<file path="config.mk">
export PLATFORM = sky130hd
export DESIGN_NAME = servo_status_packet_deframer_top
export DESIGN_NICKNAME = d
export VERILOG_FILES = /design/src/rtl/sspd_pkg.sv /design/src/rtl/servo_status_packet_deframer_top.sv
export SDC_FILE = /design/constraint.sdc
export NUM_CORES = 1
export LEC_CHECK = 0
export BUFFER_PORTS_ARGS = -buffer_cell sky130_fd_sc_hd__buf_4
export CORE_ASPECT_RATIO = 1.1
export CORE_UTILIZATION = 35
export DETAILED_ROUTE_END_ITERATION = 7
export PLACE_DENSITY_LB_ADDON = 0.15
export SETUP_SLACK_MARGIN = 0.4
export SLEW_MARGIN = 0
export SYNTH_ARGS = -nofsm -noshare
export SYNTH_HDL_FRONTEND = slang
export SYNTH_SLANG_ARGS = --single-unit
export TNS_END_PERCENT = 30
</file>
<file path="constraint.sdc">
create_clock -name clk_i -period 10.1 [get_ports clk_i]
set_input_delay 1.515 -clock clk_i [delete_from_list [all_inputs] [get_ports clk_i]]
set_output_delay 1.515 -clock clk_i [all_outputs]
set_load 0.01 [all_outputs]
</file>
<file path="src/rtl/sspd_pkg.sv">
// ----------------------------------------------------------------------------
// sspd_pkg
// Shared types and constants for the servo status packet deframer.
// ----------------------------------------------------------------------------
package sspd_pkg;

  localparam int unsigned BUFFER_BYTES = 32;
  localparam int unsigned CNT_W        = $clog2(BUFFER_BYTES + 1);

  localparam logic [7:0]  HEADER_MARK   = 8'hFF;
  localparam logic [15:0] TIMEOUT_RESET = 16'd300;
  localparam logic [15:0] TICK_MAX      = 16'hFFFF;

  localparam int unsigned OUT_DATA_W = 48;

  typedef enum logic [1:0] {
    REQ_ARM  = 2'd0,
    REQ_BYTE = 2'd1,
    REQ_TICK = 2'd2,
    REQ_NONE = 2'd3
  } req_e;

  typedef enum logic [1:0] {
    ST_OK       = 2'd0,
    ST_CHECKSUM = 2'd1,
    ST_TIMEOUT  = 2'd2,
    ST_UNUSED   = 2'd3
  } status_e;

endpackage

</file>
<file path="src/rtl/servo_status_packet_deframer_top.sv">
// Output: a result beat is registered and presented in the cycle after the
// byte or tick beat that completes the packet or the timeout.
// Throughput: one input beat per cycle; the input stalls only while a result
// beat waits in the output register.
// Reset: asynchronous, active low; receiver idle, timeout register back to 300.
// ----------------------------------------------------------------------------
// servo_status_packet_deframer_top
// Receives status packets (FF FF, ID, LEN, ERR, params, checksum) byte by
// byte, verifies the checksum and reports ok, checksum mismatch or timeout.
// ----------------------------------------------------------------------------
module servo_status_packet_deframer_top
  import sspd_pkg::*;
(
  input  logic                  clk_i,
  input  logic                  rst_ni,
  input  logic                  cfg_valid_i,
  output logic                  cfg_ready_o,
  input  logic [15:0]           cfg_data_i,      // timeout_ticks
  input  logic                  s_axis_tvalid_i,
  output logic                  s_axis_tready_o,
  input  logic [7:0]            s_axis_tdata_i,  // rx_byte
  input  logic [1:0]            s_axis_tuser_i,  // req_type
  output logic                  m_axis_tvalid_o,
  input  logic                  m_axis_tready_i,
  // servo_id, error_byte, param_count, first_param, second_param, overflow
  output logic [OUT_DATA_W-1:0] m_axis_tdata_o,
  output logic [1:0]            m_axis_tuser_o   // status
);

  logic [15:0]      timeout_q;
  logic             listening_q, listening_d;
  logic [CNT_W-1:0] count_q, count_d;
  logic             header_ok_q, header_ok_d;
  logic [7:0]       id_q, id_d;
  logic [7:0]       len_q, len_d;
  logic [7:0]       err_q, err_d;
  logic [7:0]       par0_q, par0_d;
  logic [7:0]       par1_q, par1_d;
  logic [7:0]       sum_q, sum_d;
  logic [15:0]      tick_q, tick_d;
  logic             dropped_q, dropped_d;

  logic                  out_valid_q, out_valid_d;
  logic [OUT_DATA_W-1:0] out_data_q, out_data_d;
  logic [1:0]            out_user_q, out_user_d;

  logic             take;
  req_e             req;
  logic [7:0]       b;
  logic [9:0]       p_ext;
  logic [7:0]       len_now;
  logic [7:0]       err_now;
  logic [7:0]       pcount;
  logic [15:0]      tick_inc;

  assign take            = s_axis_tvalid_i && s_axis_tready_o;
  assign req             = req_e'(s_axis_tuser_i);
  assign b               = s_axis_tdata_i;
  assign p_ext           = 10'(count_q);
  assign s_axis_tready_o = !out_valid_q || m_axis_tready_i;
  assign cfg_ready_o     = 1'b1;
  assign len_now         = (count_q == CNT_W'(3)) ? b : len_q;
  assign err_now         = (count_q == CNT_W'(4)) ? b : err_q;
  assign pcount          = (len_now >= 8'd2) ? (len_now - 8'd2) : 8'd0;
  assign tick_inc        = (tick_q != TICK_MAX) ? (tick_q + 16'd1) : tick_q;

  always_comb begin
    listening_d = listening_q;
    count_d     = count_q;
    header_ok_d = header_ok_q;
    id_d        = id_q;
    len_d       = len_q;
    err_d       = err_q;
    par0_d      = par0_q;
    par1_d      = par1_q;
    sum_d       = sum_q;
    tick_d      = tick_q;
    dropped_d   = dropped_q;
    out_valid_d = out_valid_q && !m_axis_tready_i;
    out_data_d  = out_data_q;
    out_user_d  = out_user_q;

    if (take) begin
      case (req)
        REQ_ARM: begin
          listening_d = 1'b1;
          count_d     = '0;
          header_ok_d = 1'b0;
          id_d        = 8'd0;
          len_d       = 8'd0;
          err_d       = 8'd0;
          par0_d      = 8'd0;
          par1_d      = 8'd0;
          sum_d       = 8'd0;
          tick_d      = 16'd0;
          dropped_d   = 1'b0;
        end
        REQ_BYTE: begin
          if (listening_q) begin
            if (p_ext >= 10'(BUFFER_BYTES)) begin
              dropped_d = 1'b1;
            end else begin
              count_d = count_q + CNT_W'(1);
              if (count_q == CNT_W'(0)) begin
                header_ok_d = (b == HEADER_MARK);
              end else if (count_q == CNT_W'(1)) begin
                header_ok_d = header_ok_q && (b == HEADER_MARK);
              end
              if (count_q == CNT_W'(2)) id_d = b;
              len_d = len_now;
              err_d = err_now;
              if (p_ext >= 10'd2 && p_ext <= 10'(len_now) + 10'd2) begin
                sum_d = sum_q + b;
                if (count_q == CNT_W'(5)) par0_d = b;
                if (count_q == CNT_W'(6)) par1_d = b;
              end
              if (header_ok_q && p_ext >= 10'd3 && p_ext == 10'(len_now) + 10'd3) begin
                listening_d = 1'b0;
                out_valid_d = 1'b1;
                out_user_d  = (~sum_q == b) ? ST_OK : ST_CHECKSUM;
                out_data_d  = {7'd0, dropped_q, par1_q, par0_q, pcount, err_now, id_q};
              end
            end
          end
        end
        REQ_TICK: begin
          if (listening_q) begin
            tick_d = tick_inc;
            if (tick_inc >= timeout_q) begin
              listening_d = 1'b0;
              out_valid_d = 1'b1;
              out_user_d  = ST_TIMEOUT;
              out_data_d  = {7'd0, dropped_q, 40'd0};
            end
          end
        end
        default: begin
        end
      endcase
    end
  end

  always_ff @(posedge clk_i or negedge rst_ni) begin
    if (!rst_ni) begin
      timeout_q   <= TIMEOUT_RESET;
      listening_q <= 1'b0;
      count_q     <= '0;
      header_ok_q <= 1'b0;
      id_q        <= 8'd0;
      len_q       <= 8'd0;
      err_q       <= 8'd0;
      par0_q      <= 8'd0;
      par1_q      <= 8'd0;
      sum_q       <= 8'd0;
      tick_q      <= 16'd0;
      dropped_q   <= 1'b0;
      out_valid_q <= 1'b0;
    end else begin
      if (cfg_valid_i && cfg_ready_o) timeout_q <= cfg_data_i;
      listening_q <= listening_d;
      count_q     <= count_d;
      header_ok_q <= header_ok_d;
      id_q        <= id_d;
      len_q       <= len_d;
      err_q       <= err_d;
      par0_q      <= par0_d;
      par1_q      <= par1_d;
      sum_q       <= sum_d;
      tick_q      <= tick_d;
      dropped_q   <= dropped_d;
      out_valid_q <= out_valid_d;
    end
  end

  always_ff @(posedge clk_i) begin
    out_data_q <= out_data_d;
    out_user_q <= out_user_d;
  end

  assign m_axis_tvalid_o = out_valid_q;
  assign m_axis_tdata_o  = out_data_q;
  assign m_axis_tuser_o  = out_user_q;

endmodule

</file>
# After elaboration in Yosys (flattened, before gate mapping)
# Index checks and enable logic that the tools add are counted.
[op_classes] n_addsub=6 order_cmp=6 eq_ne=23 muxes=67 bitwise=1 reduce_logical=25
[op_table] cell="two-way mux 48 bit" n=5
[op_table] cell="two-way mux 8 bit" n=21
[op_table] cell="case mux 48 bit (2 select lines)" n=1
[op_table] cell="case mux 8 bit (2 select lines)" n=6
[op_table] cell="two-way mux 16 bit" n=2
[op_table] cell="case mux 16 bit (2 select lines)" n=1
[op_table] cell="inequality test 2 bit (second input constant)" n=10
[op_table] cell="adder 8 x 2 -> 9 bit (second input constant)" n=2
[op_table] cell="equality test 6 x 3 -> 1 bit (second input constant)" n=3
[op_table] cell="two-way mux 1 bit" n=18
[op_table] cell="adder 16 x 1 -> 16 bit (second input constant)" n=1
[op_table] cell="greater-or-equal comparator 16 bit" n=1
[op_table] cell="inequality test 16 bit (second input constant)" n=1
[op_table] cell="AND reduction 5 bit" n=3
[op_table] cell="equality test 6 x 2 -> 1 bit (second input constant)" n=2
[op_table] cell="greater-or-equal comparator 6 x 2 -> 1 bit (second input constant)" n=2
[op_table] cell="two-way mux 6 bit" n=2
[op_table] cell="case mux 6 bit (2 select lines)" n=1
[op_table] cell="AND reduction 6 bit" n=2
[op_table] cell="two-way mux 2 bit" n=5
[op_table] cell="equality test 6 x 9 -> 1 bit" n=1
[op_table] cell="less-or-equal comparator 6 x 9 -> 1 bit" n=1
[op_table] cell="adder 8 bit" n=1
[op_table] cell="equality test 8 bit" n=1
[op_table] cell="24 further kinds" n=35
[totals] reg_bits=140 input_bits=31 out_inout_bits=53 elab_cells=143

# Depth between registers and ports, before layout
# Gate-level depths: netlist (run 1).
[depth] ltp_word=10 mapped_depth=21 ltp_nobuf=17

# Worst setup path after synthesis (run 1)
# Ideal clock, no wire load.
[synth_timing] kind="input to register" from="input s_axis_tdata_i[2]" to="register out_data_q[0] (netlist: m_axis_tdata_o[0]), enable pin" setup_ns=0.514 arrival_ns=6.516 required_time_ns=9.586 setup_slack_ns=3.070 cell_stages=11 path_buffers=2 path_cell_list="clkbuf_1 -> nand2_1 -> o21ai_0 -> ha_1 -> clkbuf_1 -> a31oi_1 -> nor3_1 -> o22a_1 -> a2111oi_2 -> nand2b_1 -> a221oi_1"
[synth_via] elab_chain_cells=6
[synth_lines] item="from (decl)" line="servo_status_packet_deframer_top.sv:21" text="input logic [7:0] s_axis_tdata_i,"
[synth_lines] item="two-way mux 8 bit" line="servo_status_packet_deframer_top.sv:62" text="assign len_now = (count_q == CNT_W'(3)) ? b : len_q;"
[synth_lines] item="adder 8 x 2 -> 9 bit" line="servo_status_packet_deframer_top.sv:117" text="if (header_ok_q && p_ext >= 10'd3 && p_ext == 10'(len_now) + 10'd3) begin"
[synth_lines] item="equality test 6 x 9 -> 1 bit" line="servo_status_packet_deframer_top.sv:117"
[synth_lines] item="logical AND 1 bit" line="servo_status_packet_deframer_top.sv:117"
[synth_lines] item="inequality test 2 bit (no source line)"
[synth_lines] item="AND reduction 7 bit (no source line)"
[synth_lines] item="to (signal assigned)" line="servo_status_packet_deframer_top.sv:176" text="out_data_q <= out_data_d;"
[synth_lines] item="to (decl)" line="servo_status_packet_deframer_top.sv:44" text="logic [OUT_DATA_W-1:0] out_data_q, out_data_d;"
# No other way between the ends.
# A chain may end at the register's enable or synchronous reset.

# Final worst setup path (run 1)
[layout_timing] from="input s_axis_tdata_i[1]" to="register par1_q[1]"
[layout_via] elab_chain_cells=6 word_cells_on_any_way=11 cone_classes="add/sub: 1; order compare: 1; eq/ne: 1; mux: 6; reduce/logical: 2"
[layout_lines] item="two-way mux 8 bit" line="servo_status_packet_deframer_top.sv:62"
[layout_lines] item="adder 8 x 2 -> 9 bit" line="servo_status_packet_deframer_top.sv:112" text="if (p_ext >= 10'd2 && p_ext <= 10'(len_now) + 10'd2) begin"
[layout_lines] item="less-or-equal comparator 6 x 9 -> 1 bit" line="servo_status_packet_deframer_top.sv:112"
[layout_lines] item="logical AND 1 bit" line="servo_status_packet_deframer_top.sv:112"
[layout_lines] item="inequality test 2 bit (no source line)"
[layout_lines] item="AND reduction 6 bit (no source line)"
[layout_lines] item="to (signal assigned)" line="servo_status_packet_deframer_top.sv:167" text="par1_q <= par1_d;"
[layout_lines] item="to (decl)" line="servo_status_packet_deframer_top.sv:38" text="logic [7:0] par1_q, par1_d;"
# Parallel ways exist; a longest one is shown, timed or not. The select of a mux whose other input is x is not followed.

==> results of run 1 <==
[sequential cells by signal (all words and copies together) (netlist names), 2 cells and up]
register and count:
par1_q 8, timeout_q 16, m_axis_tuser_o 2, len_q 8, tick_q 16, m_axis_tdata_o 41
par0_q 8, err_q 8, sum_q 8, id_q 8, count_q 6
[worst max-delay path, cell delays in order]
cell	delay, ns
buf_4	0.20
inv_1	0.10
nor3_2	0.31
nor2_1	0.11
inv_1	0.11
ha_1	0.35
nand3_1	0.13
xor2_1	0.15
nor2_1	0.09
a21oi_1	0.06
ha_1	0.25
a2111oi_0	0.57
a32o_1	0.20
a311oi_1	0.05
and3_1	0.39
nor3_1	0.78
a32o_1	0.22
[layout make-up]
type | count | area, sq um
timing repair buffer | 81 | 608.1
sequential | 133 | 3548
clock inverter | 13 | 156.4
fill | 2158 | 12440
clock buffer | 19 | 442.9
tap | 290 | 362.8
inverter | 36 | 135.1
multi-input combinational | 582 | 3819
[cell families (layout without fill, tap and decap cells)]
kind of cell | count (synthesis) | in the layout | synth area share
muxes | 17 | 17 | 0.02210
adders and majority gates | 39 | 39 | 0.06388
xor gates and xnor gates | 35 | 35 | 0.03952
other | 2 | 8 | 0.0009683
DFF | 133 | 133 | 0.4575
AOI/OAI and AO/OA | 213 | 213 | 0.1842
buffers and inverters | 100 | 149 | 0.05565
and+or+nand+nor | 270 | 270 | 0.1762
[metal layers]
| layer | part of all wire | wire, microns |
|---|---|---|
| met1 | 0.48 | 9551 |
| met2 | 0.46 | 9134 |
| met5 | 0 | 0 |
| met4 | 0.014 | 272 |
| met3 | 0.042 | 821 |
[worst max-delay path by stage]
stage,cells past startpoint,startpoint,to
detailed placement,17,s_axis_tdata_i[1],par1_q[0]$_DFFE_PN0P_
floorplan,11,s_axis_tdata_i[2],m_axis_tdata_o[0]$_SDFFCE_PP0P_
global route,17,s_axis_tdata_i[1],par1_q[1]$_DFFE_PN0P_
finish,17,s_axis_tdata_i[1],par1_q[1]$_DFFE_PN0P_
global placement,17,s_axis_tdata_i[1],par1_q[7]$_DFFE_PN0P_
CTS,17,s_axis_tdata_i[1],par1_q[1]$_DFFE_PN0P_
[power groups by stage]
stage / clock network (mW) / logic (mW) / registers (mW)
global placement: 0 / 0.416 / 0.710
floorplan: 0 / 0.335 / 0.679
global route: 0.667 / 0.477 / 0.713
detailed placement: 0 / 0.420 / 0.711
CTS: 0.647 / 0.423 / 0.702
finish: 0.634 / 0.418 / 0.702
[cells in the final DEF, fill, tap and decap left out, types with 5 or more instances in the layout]
cell type and instances:
inv_1 36, xnor2_1 23, xor2_1 12, nand2b_1 8, nand3_1 23, and2_1 14
nor2b_1 28, buf_4 81, clkbuf_16 17, a22o_1 6, nand4_1 5, a21boi_0 10
a21oi_1 32, and3_1 7, conb_1 8, mux2i_1 16, a31oi_1 9, a311o_1 7
a32o_1 17, o21a_1 6, dfrtp_1 86, a21o_1 9, o31ai_1 10, nor3_1 27
nand2_1 88, ha_1 38, a211oi_1 5, o21ai_0 71, nor2_1 38, nor4_1 9
edfxtp_1 43
==> reports/metrics.cfg, run 1 <==
[place]
dp_hpwl_mm = 13.45
pre_cts_ws_ns = 4.523
placedCellCount = 1122
portBuffers = 75
place_congestion = 0.8621
placed_area_sq_um = 8473

[die]
row_count = 56
core_sq_um = 21510
die_area_sq_um = 22760
io_pins = 84
dieWidth_microns = 143.9
die_y_microns = 158.1
start_util = 0.3606

[timing]
hold_viol = 0
worst_hold_slack_ns = 0.4839
fin_setup_tns_ns = 0
fin_worst_skew_ns = 0.01136
fin_crit_sh = 0.5192
setup_viol = 0
fin_ws_ns = 4.856
drv_slew = 0
fin_crit_ns = 5.244
clock.fmax_mhz = 190.7
relSlewSlack = 0.3522
rsz0062_at_grt = no
worst_slew_pin_slew_ns = 0.9693

[synthesis]
synth_area_leaders = dfrtp_1 (28%), edfxtp_1 (17%), ha_1 (6.1%), o21ai_0 (4.6%), nand2_1 (4.3%)
ys_warn_count = 0
synthesis.area_sq_um = 7756
synthCells = 809
synth.most_common_cell = nand2_1
postSynthAreaPerCell_sq_um = 9.587
ys_async_sr_fraction = 0.6767
synth_top_area_share = 0.2775
post-synth-top-area-cell = dfrtp_1
seq_area_frac_synth = 0.4575
ys.flop_type = dfrtp_1
ys_ff_latch = 133
synth_edf_count = 43
ys_top_cells_by_count = nand2_1 (89), dfrtp_1 (86), o21ai_0 (71)
yosysUniqueCellTypes = 70

[global_route]
grt_use_met3 = 0.02904
grt-ovfl-total = 0
grt_pass1_wl_mm = 31.91
antenna_found_initial = 0
gr-usage-all-layers = 0.1842
grt_max_degree = 59
grtUsageMet2 = 0.2940
grt_pass1_vias = 5928
grt.busiest_layer = met2
use_met1 = 0.2543

[worst_setup_path]
path_class = input pin to flip-flop
r2r-start = count_q[1]$_DFFE_PN0P_
critPathMaxFanout = 14
rr_endpoint = par1_q[1]$_DFFE_PN0P_
crit_path_end_kind = flip-flop
worstRegToRegCells = 13
rrSetupSlack_ns = 4.97
crit_required_ns = 10.45
start_kind = input pin
cp_data_arrival_time_ns = 5.60

[clock_network]
cts-root-buf = clkbuf_16
cts_buffer_depth = 2
cts_tree = built
htree_levels = 4
cts_resized = 0
clk_latency_ns = 0.43
post_cts_buffers = 0
cts_sinks = 133
cts_buffers = 17
holdBufCountCts = 0
clkSlewWorstSetupHoldPaths_ns = 0.06

[min_path]
min_from = err_q[2]$_DFFE_PN0P_
holdPathEnd = err_q[2]$_DFFE_PN0P_
hold_path.class = flip-flop to flip-flop
min_path_cells = 2

[detailed_routing]
wl_per_cell_microns = 17.14
viasPerCell = 5.281
routed_wl_mm = 19.78
drc_errors = 0
vias = 6094
drt_pre_antenna_iters = 5
drt_iter0_drc = 390
ant_nets = 0

[finish]
fin_util = 0.4218
drive_gt1_frac = 0.1435
stdcell_count = 1154
area_delta_synth_final_pct = 16.97
diodes = 0
design_area_sq_um = 9072
final_nets = 921

[power_and_ir_drop]
power_switching_mw = 0.5448
pwr-share-comb = 0.238
seqPwrFrac = 0.400
internal_power_mw = 1.209
swShare = 0.3107
p_per_area_nw_per_um2 = 193.3
vdd_ir_drop_max_mv = 0.1157
clkPwrFrac = 0.361
power_mw = 1.754
power.static_leakage_nw = 3.849

[run]
drv_cap = 0

[status]
run_status = finished clean

No activity file was read; power rests on OpenSTA's default activity.
==> run 2, diff against run 1 <==
- clock period: 10.1 -> 5.1 ns (I/O delays scaled with it)
==> reports/metrics.cfg, run 2 (same netlist as run 1, synthesis figures left out) <==
[worst_setup_path]
worst_path_most_repeated_cell = ha_1
start_kind = flip-flop
crit_cells = 18
slowest_stage = dfrtp_1
rrSetupSlack_ns = 0.70
crit_path_end_kind = flip-flop
cp_data_arrival_time_ns = 4.70
rr_endpoint = sum_q[6]$_DFFE_PN0P_
r2r-start = count_q[1]$_DFFE_PN0P_
crit_required_ns = 5.40
path_class = flip-flop to flip-flop
critical_path.max_stage_delay_ns = 0.49
cp_num_buf_inv = 2
crit_end = sum_q[6]$_DFFE_PN0P_
crit_family = compound AO/OA/AOI/OAI gates
worstSetupStartpoint = count_q[1]$_DFFE_PN0P_
worstRegToRegCells = 18
crit_chain = ha_1 -> nor2b_2 -> a21oi_1 -> nor2_1 -> inv_1 -> ha_1 -> nand3_1 -> xor2_1 -> nor2_1 -> a21oi_1 -> ha_1 -> a2111oi_1 -> a32o_1 -> a311oi_1 -> and3_1 -> buf_4 -> or2_1 -> a311o_1
critPathMaxFanout = 9

[timing]
drv_slew = 0
clock.fmax_mhz = 227.4
fin_setup_tns_ns = 0
fin_crit_ns = 4.398
fin_crit_sh = 0.8624
relSlewSlack = 0.4286
worst_slew_pin_slew_ns = 0.8507
rsz0062_at_grt = no
hold_viol = 0
fin_worst_skew_ns = 0.01124
setup_viol = 0

[detailed_routing]
drt_iter0_drc = 414
drt_pre_antenna_iters = 6
viasPerCell = 5.249
ant_nets = 0
drc_errors = 0
wl_per_cell_microns = 17.25
vias = 6115
routed_wl_mm = 20.10

[power_and_ir_drop]
vdd_ir_drop_max_mv = 0.2275
power_switching_mw = 1.057
clkPwrFrac = 0.336
power.static_leakage_nw = 3.888
p_per_area_nw_per_um2 = 367.9
pwr-share-comb = 0.250
internal_power_mw = 2.302
swShare = 0.3145
seqPwrFrac = 0.414

[clock_network]
holdBufCountCts = 0
clk_latency_ns = 0.42
cts-root-buf = clkbuf_16
cts_tree = built
htree_levels = 4
clkSlewWorstSetupHoldPaths_ns = 0.06
cts_sinks = 133
cts_buffers = 17
cts_buffer_depth = 2

[global_route]
grt_pass1_vias = 5861
antenna_found_initial = 0
grt_pass1_wl_mm = 31.80
grt-ovfl-total = 0
grt_max_degree = 53
gr-usage-all-layers = 0.1859

[place]
portBuffers = 75
dp_hpwl_mm = 13.69
placedCellCount = 1131
place_congestion = 0.9225

[min_path]
hold_path.class = input pin to async pin

[status]
run_status = finished clean

[die]
die_y_microns = 158.1
io_pins = 84
start_util = 0.3606
row_count = 56
core_sq_um = 21510
die_area_sq_um = 22760
dieWidth_microns = 143.9

[finish]
drive_gt1_frac = 0.1531
layout_commonest_cell = buf_4
mostFrequentLayoutCells = buf_4 (90), nand2_1 (89), dfrtp_1 (86)
fillers = 2138
area_delta_synth_final_pct = 17.71
final_nets = 932
stdcell_count = 1165
diodes = 0
largest_reg_flops = 41

[run]
drv_cap = 0

-- run 2: worst reg2reg max path, cell delays in order, from the launching register on --
cell       delay, ns
dfrtp_1         0.49
ha_1            0.31
nor2b_2         0.20
a21oi_1         0.30
nor2_1          0.11
inv_1           0.11
ha_1            0.26
nand3_1         0.11
xor2_1          0.16
nor2_1          0.09
a21oi_1         0.05
ha_1            0.21
a2111oi_1       0.46
a32o_1          0.18
a311oi_1        0.04
and3_1          0.28
buf_4           0.20
or2_1           0.32
a311o_1         0.39
-- run 2: power by group through the flow --
stage               Combinational (mW)  Clock [mW]  Sequential, mW
floorplan                        0.665           0            1.34
global placement                 0.836           0            1.41
detailed placement               0.840           0            1.41
finish                           0.839        1.13            1.39
global route                     0.948        1.21            1.41
CTS                              0.845        1.15            1.39
-- run 2: final cells by class --
type | count | area (sq um) | area share
flip-flops and latches | 133 | 3548 | 0.3887
well taps | 290 | 362.8 | 0.03974
clock buffers | 23 | 457.9 | 0.05016
repair buffers | 92 | 715.7 | 0.07839
clock inverters | 9 | 81.33 | 0.008908
inverters | 36 | 135.1 | 0.01480
multi-input cells | 582 | 3829 | 0.4194
-- run 2: worst min path at each step --
| stage | start | depth (start not counted) | to |
|---|---|---|---|
| after floorplan | dropped_q$_DFFE_PN0P_ | 0 | m_axis_tdata_o[40]$_DFFE_PP_ |
| after global placement | err_q[1]$_DFFE_PN0P_ | 2 | err_q[1]$_DFFE_PN0P_ |
| after detailed placement | err_q[6]$_DFFE_PN0P_ | 2 | err_q[6]$_DFFE_PN0P_ |
| after CTS | rst_ni | 1 | timeout_q[7]$_DFFE_PN0P_ |
| after global routing | rst_ni | 1 | timeout_q[7]$_DFFE_PN0P_ |
| final | rst_ni | 1 | timeout_q[7]$_DFFE_PN0P_ |
-- run 2: routing by layer --
| metal | share of wire | up-vias | global-route usage |
|---|---|---|---|
| met4 | 0.023 | 0 | 0.07295 |
| met5 | 0 | - | 0 |
| li1 | - | 3006 | - |
| met1 | 0.48 | 2910 | 0.2571 |
| met3 | 0.047 | 34 | 0.03509 |
| met2 | 0.45 | 165 | 0.2853 |
-- run 2: metrics by stage --
stage / area, sq um / utilization / power, mW / hold slack (ns) / setup WS, ns
global route: 9130 / 0.4244 / 3.564 / 0.4392 / 0.4403
global placement: 8551 / 0.3975 / 2.241 / 0.4646 / 0.6813
detailed placement: 8551 / 0.3975 / 2.247 / 0.4718 / 0.5315
finish: 9130 / 0.4244 / 3.359 / 0.3946 / 0.7017
CTS: 9090 / 0.4226 / 3.388 / 0.4204 / 0.5156
floorplan: 7796 / - / 2.008 / 0.4474 / 0.7146
-- run 2: what timing repair did --
item,CTS,global route
setup buffers,0,2
endpoints found under the setup margin,0,24
resized for setup,0,4
==> run 3, diff against run 2 <==
- clock period: 5.1 -> 4.87 ns (I/O delays scaled with it)
==> reports/metrics.cfg, run 3 (same netlist as run 1, synthesis figures left out) <==
[die]
row_count = 56
die_y_microns = 158.1
start_util = 0.3606
core_sq_um = 21510
dieWidth_microns = 143.9
die_area_sq_um = 22760
io_pins = 84

[worst_setup_path]
crit_family = simple AND/OR/NAND/NOR gates
cp_num_buf_inv = 1
critPathMaxFanout = 8
start_kind = flip-flop
rr_endpoint = par0_q[4]$_DFFE_PN0P_
crit_cells = 16
path_class = flip-flop to flip-flop
cp_data_arrival_time_ns = 4.47
critical_path.max_stage_delay_ns = 0.51
crit_chain = ha_1 -> nor2b_1 -> a21oi_2 -> nor2_1 -> inv_1 -> ha_1 -> nand3_1 -> xnor2_1 -> a21oi_1 -> ha_1 -> a2111oi_2 -> a32o_1 -> a311oi_1 -> and3_1 -> or3_1 -> a32o_1
r2r-start = count_q[0]$_DFFE_PN0P_
crit_required_ns = 5.18
worstRegToRegCells = 16
rrSetupSlack_ns = 0.71
crit_path_end_kind = flip-flop
worst_path_most_repeated_cell = ha_1
slowest_stage = or3_1

[global_route]
grt_max_degree = 60
antenna_found_initial = 0
grt_pass1_wl_mm = 32.31
gr-usage-all-layers = 0.1866
grt_pass1_vias = 6004
grt-ovfl-total = 0

[power_and_ir_drop]
swShare = 0.3125
seqPwrFrac = 0.402
p_per_area_nw_per_um2 = 392.3
power_switching_mw = 1.129
power.static_leakage_nw = 3.929
internal_power_mw = 2.484
clkPwrFrac = 0.353
vdd_ir_drop_max_mv = 0.2259
pwr-share-comb = 0.245
power_mw = 3.612

[timing]
fin_setup_tns_ns = 0
hold_viol = 0
rsz0062_at_grt = yes
setup_viol = 0
clock.fmax_mhz = 240.4
relSlewSlack = 0.4749
fin_crit_ns = 4.160
worst_slew_pin_slew_ns = 0.7876
fin_crit_sh = 0.8543
fin_worst_skew_ns = 0.01177
drv_slew = 0

[detailed_routing]
routed_wl_mm = 20.10
ant_nets = 0
drt_pre_antenna_iters = 5
vias = 6173
drc_errors = 0
drt_iter0_drc = 360
viasPerCell = 5.276
wl_per_cell_microns = 17.18

[status]
run_status = finished clean

[clock_network]
htree_levels = 4
cts-root-buf = clkbuf_16
cts_buffer_depth = 2
cts_buffers = 17
cts_sinks = 133
holdBufCountCts = 0
cts_tree = built
clk_latency_ns = 0.43
clkSlewWorstSetupHoldPaths_ns = 0.06

[place]
portBuffers = 75
place_congestion = 0.8687
dp_hpwl_mm = 13.78

[run]
drv_cap = 0

[finish]
layout_commonest_cell = buf_4
diodes = 0
final_nets = 937
drive_gt1_frac = 0.1614
area_delta_synth_final_pct = 18.71
largest_reg_flops = 41
mostFrequentLayoutCells = buf_4 (96), nand2_1 (89), dfrtp_1 (86)

[min_path]
hold_path.class = input pin to async pin

## run 3: what timing repair did
item	in CTS	in global routing
setup endpoints to repair	16	24
resized for setup	1	4
pin swaps	0	1
buffers inserted	0	1
## run 3: cell type report
cell class,count,area (sq um)
fillers,2143,12300
multi-input cells,582,3835
repair buffers,97,740.7
clock inverters,11,125.1
inverters,36,135.1
flip-flops and latches,133,3548
clock buffers,21,460.4
well taps,290,362.8
## run 3: worst max path at each step
stage                                      start                         endpoint  slack (ns)
final                     count_q[0]$_DFFE_PN0P_            par0_q[4]$_DFFE_PN0P_        0.71
after global routing      count_q[0]$_DFFE_PN0P_            par0_q[0]$_DFFE_PN0P_        0.38
after CTS                 count_q[0]$_DFFE_PN0P_            par0_q[4]$_DFFE_PN0P_        0.45
after floorplan            tick_q[4]$_DFFE_PN0P_  m_axis_tdata_o[0]$_SDFFCE_PP0P_        0.48
after global placement    count_q[0]$_DFFE_PN0P_            par0_q[4]$_DFFE_PN0P_        0.49
after detailed placement  count_q[0]$_DFFE_PN0P_            par0_q[4]$_DFFE_PN0P_        0.38
## run 3: layer usage
metal  up-vias  track usage  wire length [microns]
met2       154       0.2848                   8990
met4         0      0.06434                    410
met5         -            0                      0
li1       3031            -                      -
met1      2954       0.2613                   9864
met3        34      0.03721                    834
## run 3: power by group through the flow
| stage | clock network (mW) | registers, mW | logic [mW] |
|---|---|---|---|
| after floorplan | 0 | 1.41 | 0.696 |
| after global placement | 0 | 1.47 | 0.875 |
| after detailed placement | 0 | 1.47 | 0.884 |
| after CTS | 1.31 | 1.45 | 0.888 |
| after global routing | 1.36 | 1.47 | 1.01 |
| final | 1.28 | 1.45 | 0.884 |
## run 3: stage by stage
step	area [sq um]	setup slack (ns)	std cells	utilization	hold slack, ns
after global placement	8596	0.4885	1137	0.3996	0.4644
after floorplan	7796	0.4846	815	-	0.4349
after CTS	9183	0.4484	1169	0.4269	0.4073
after global routing	9208	0.3767	1170	0.4280	0.4510
final	9208	0.7097	1170	0.4280	0.3864
after detailed placement	8596	0.3796	1137	0.3996	0.4728
## run 3: worst reg2reg max path: cells and delay by family, from the launching register on
kind                     cells  cell delay [ns]
AO/OA/AOI/OAI                6             1.15
XOR/XNOR                     1             0.14
adder cells (fa/ha/maj)      3             0.78
buffers and inverters        1             0.09
flip-flops                   1             0.48
AND/OR/NAND/NOR              5             1.40
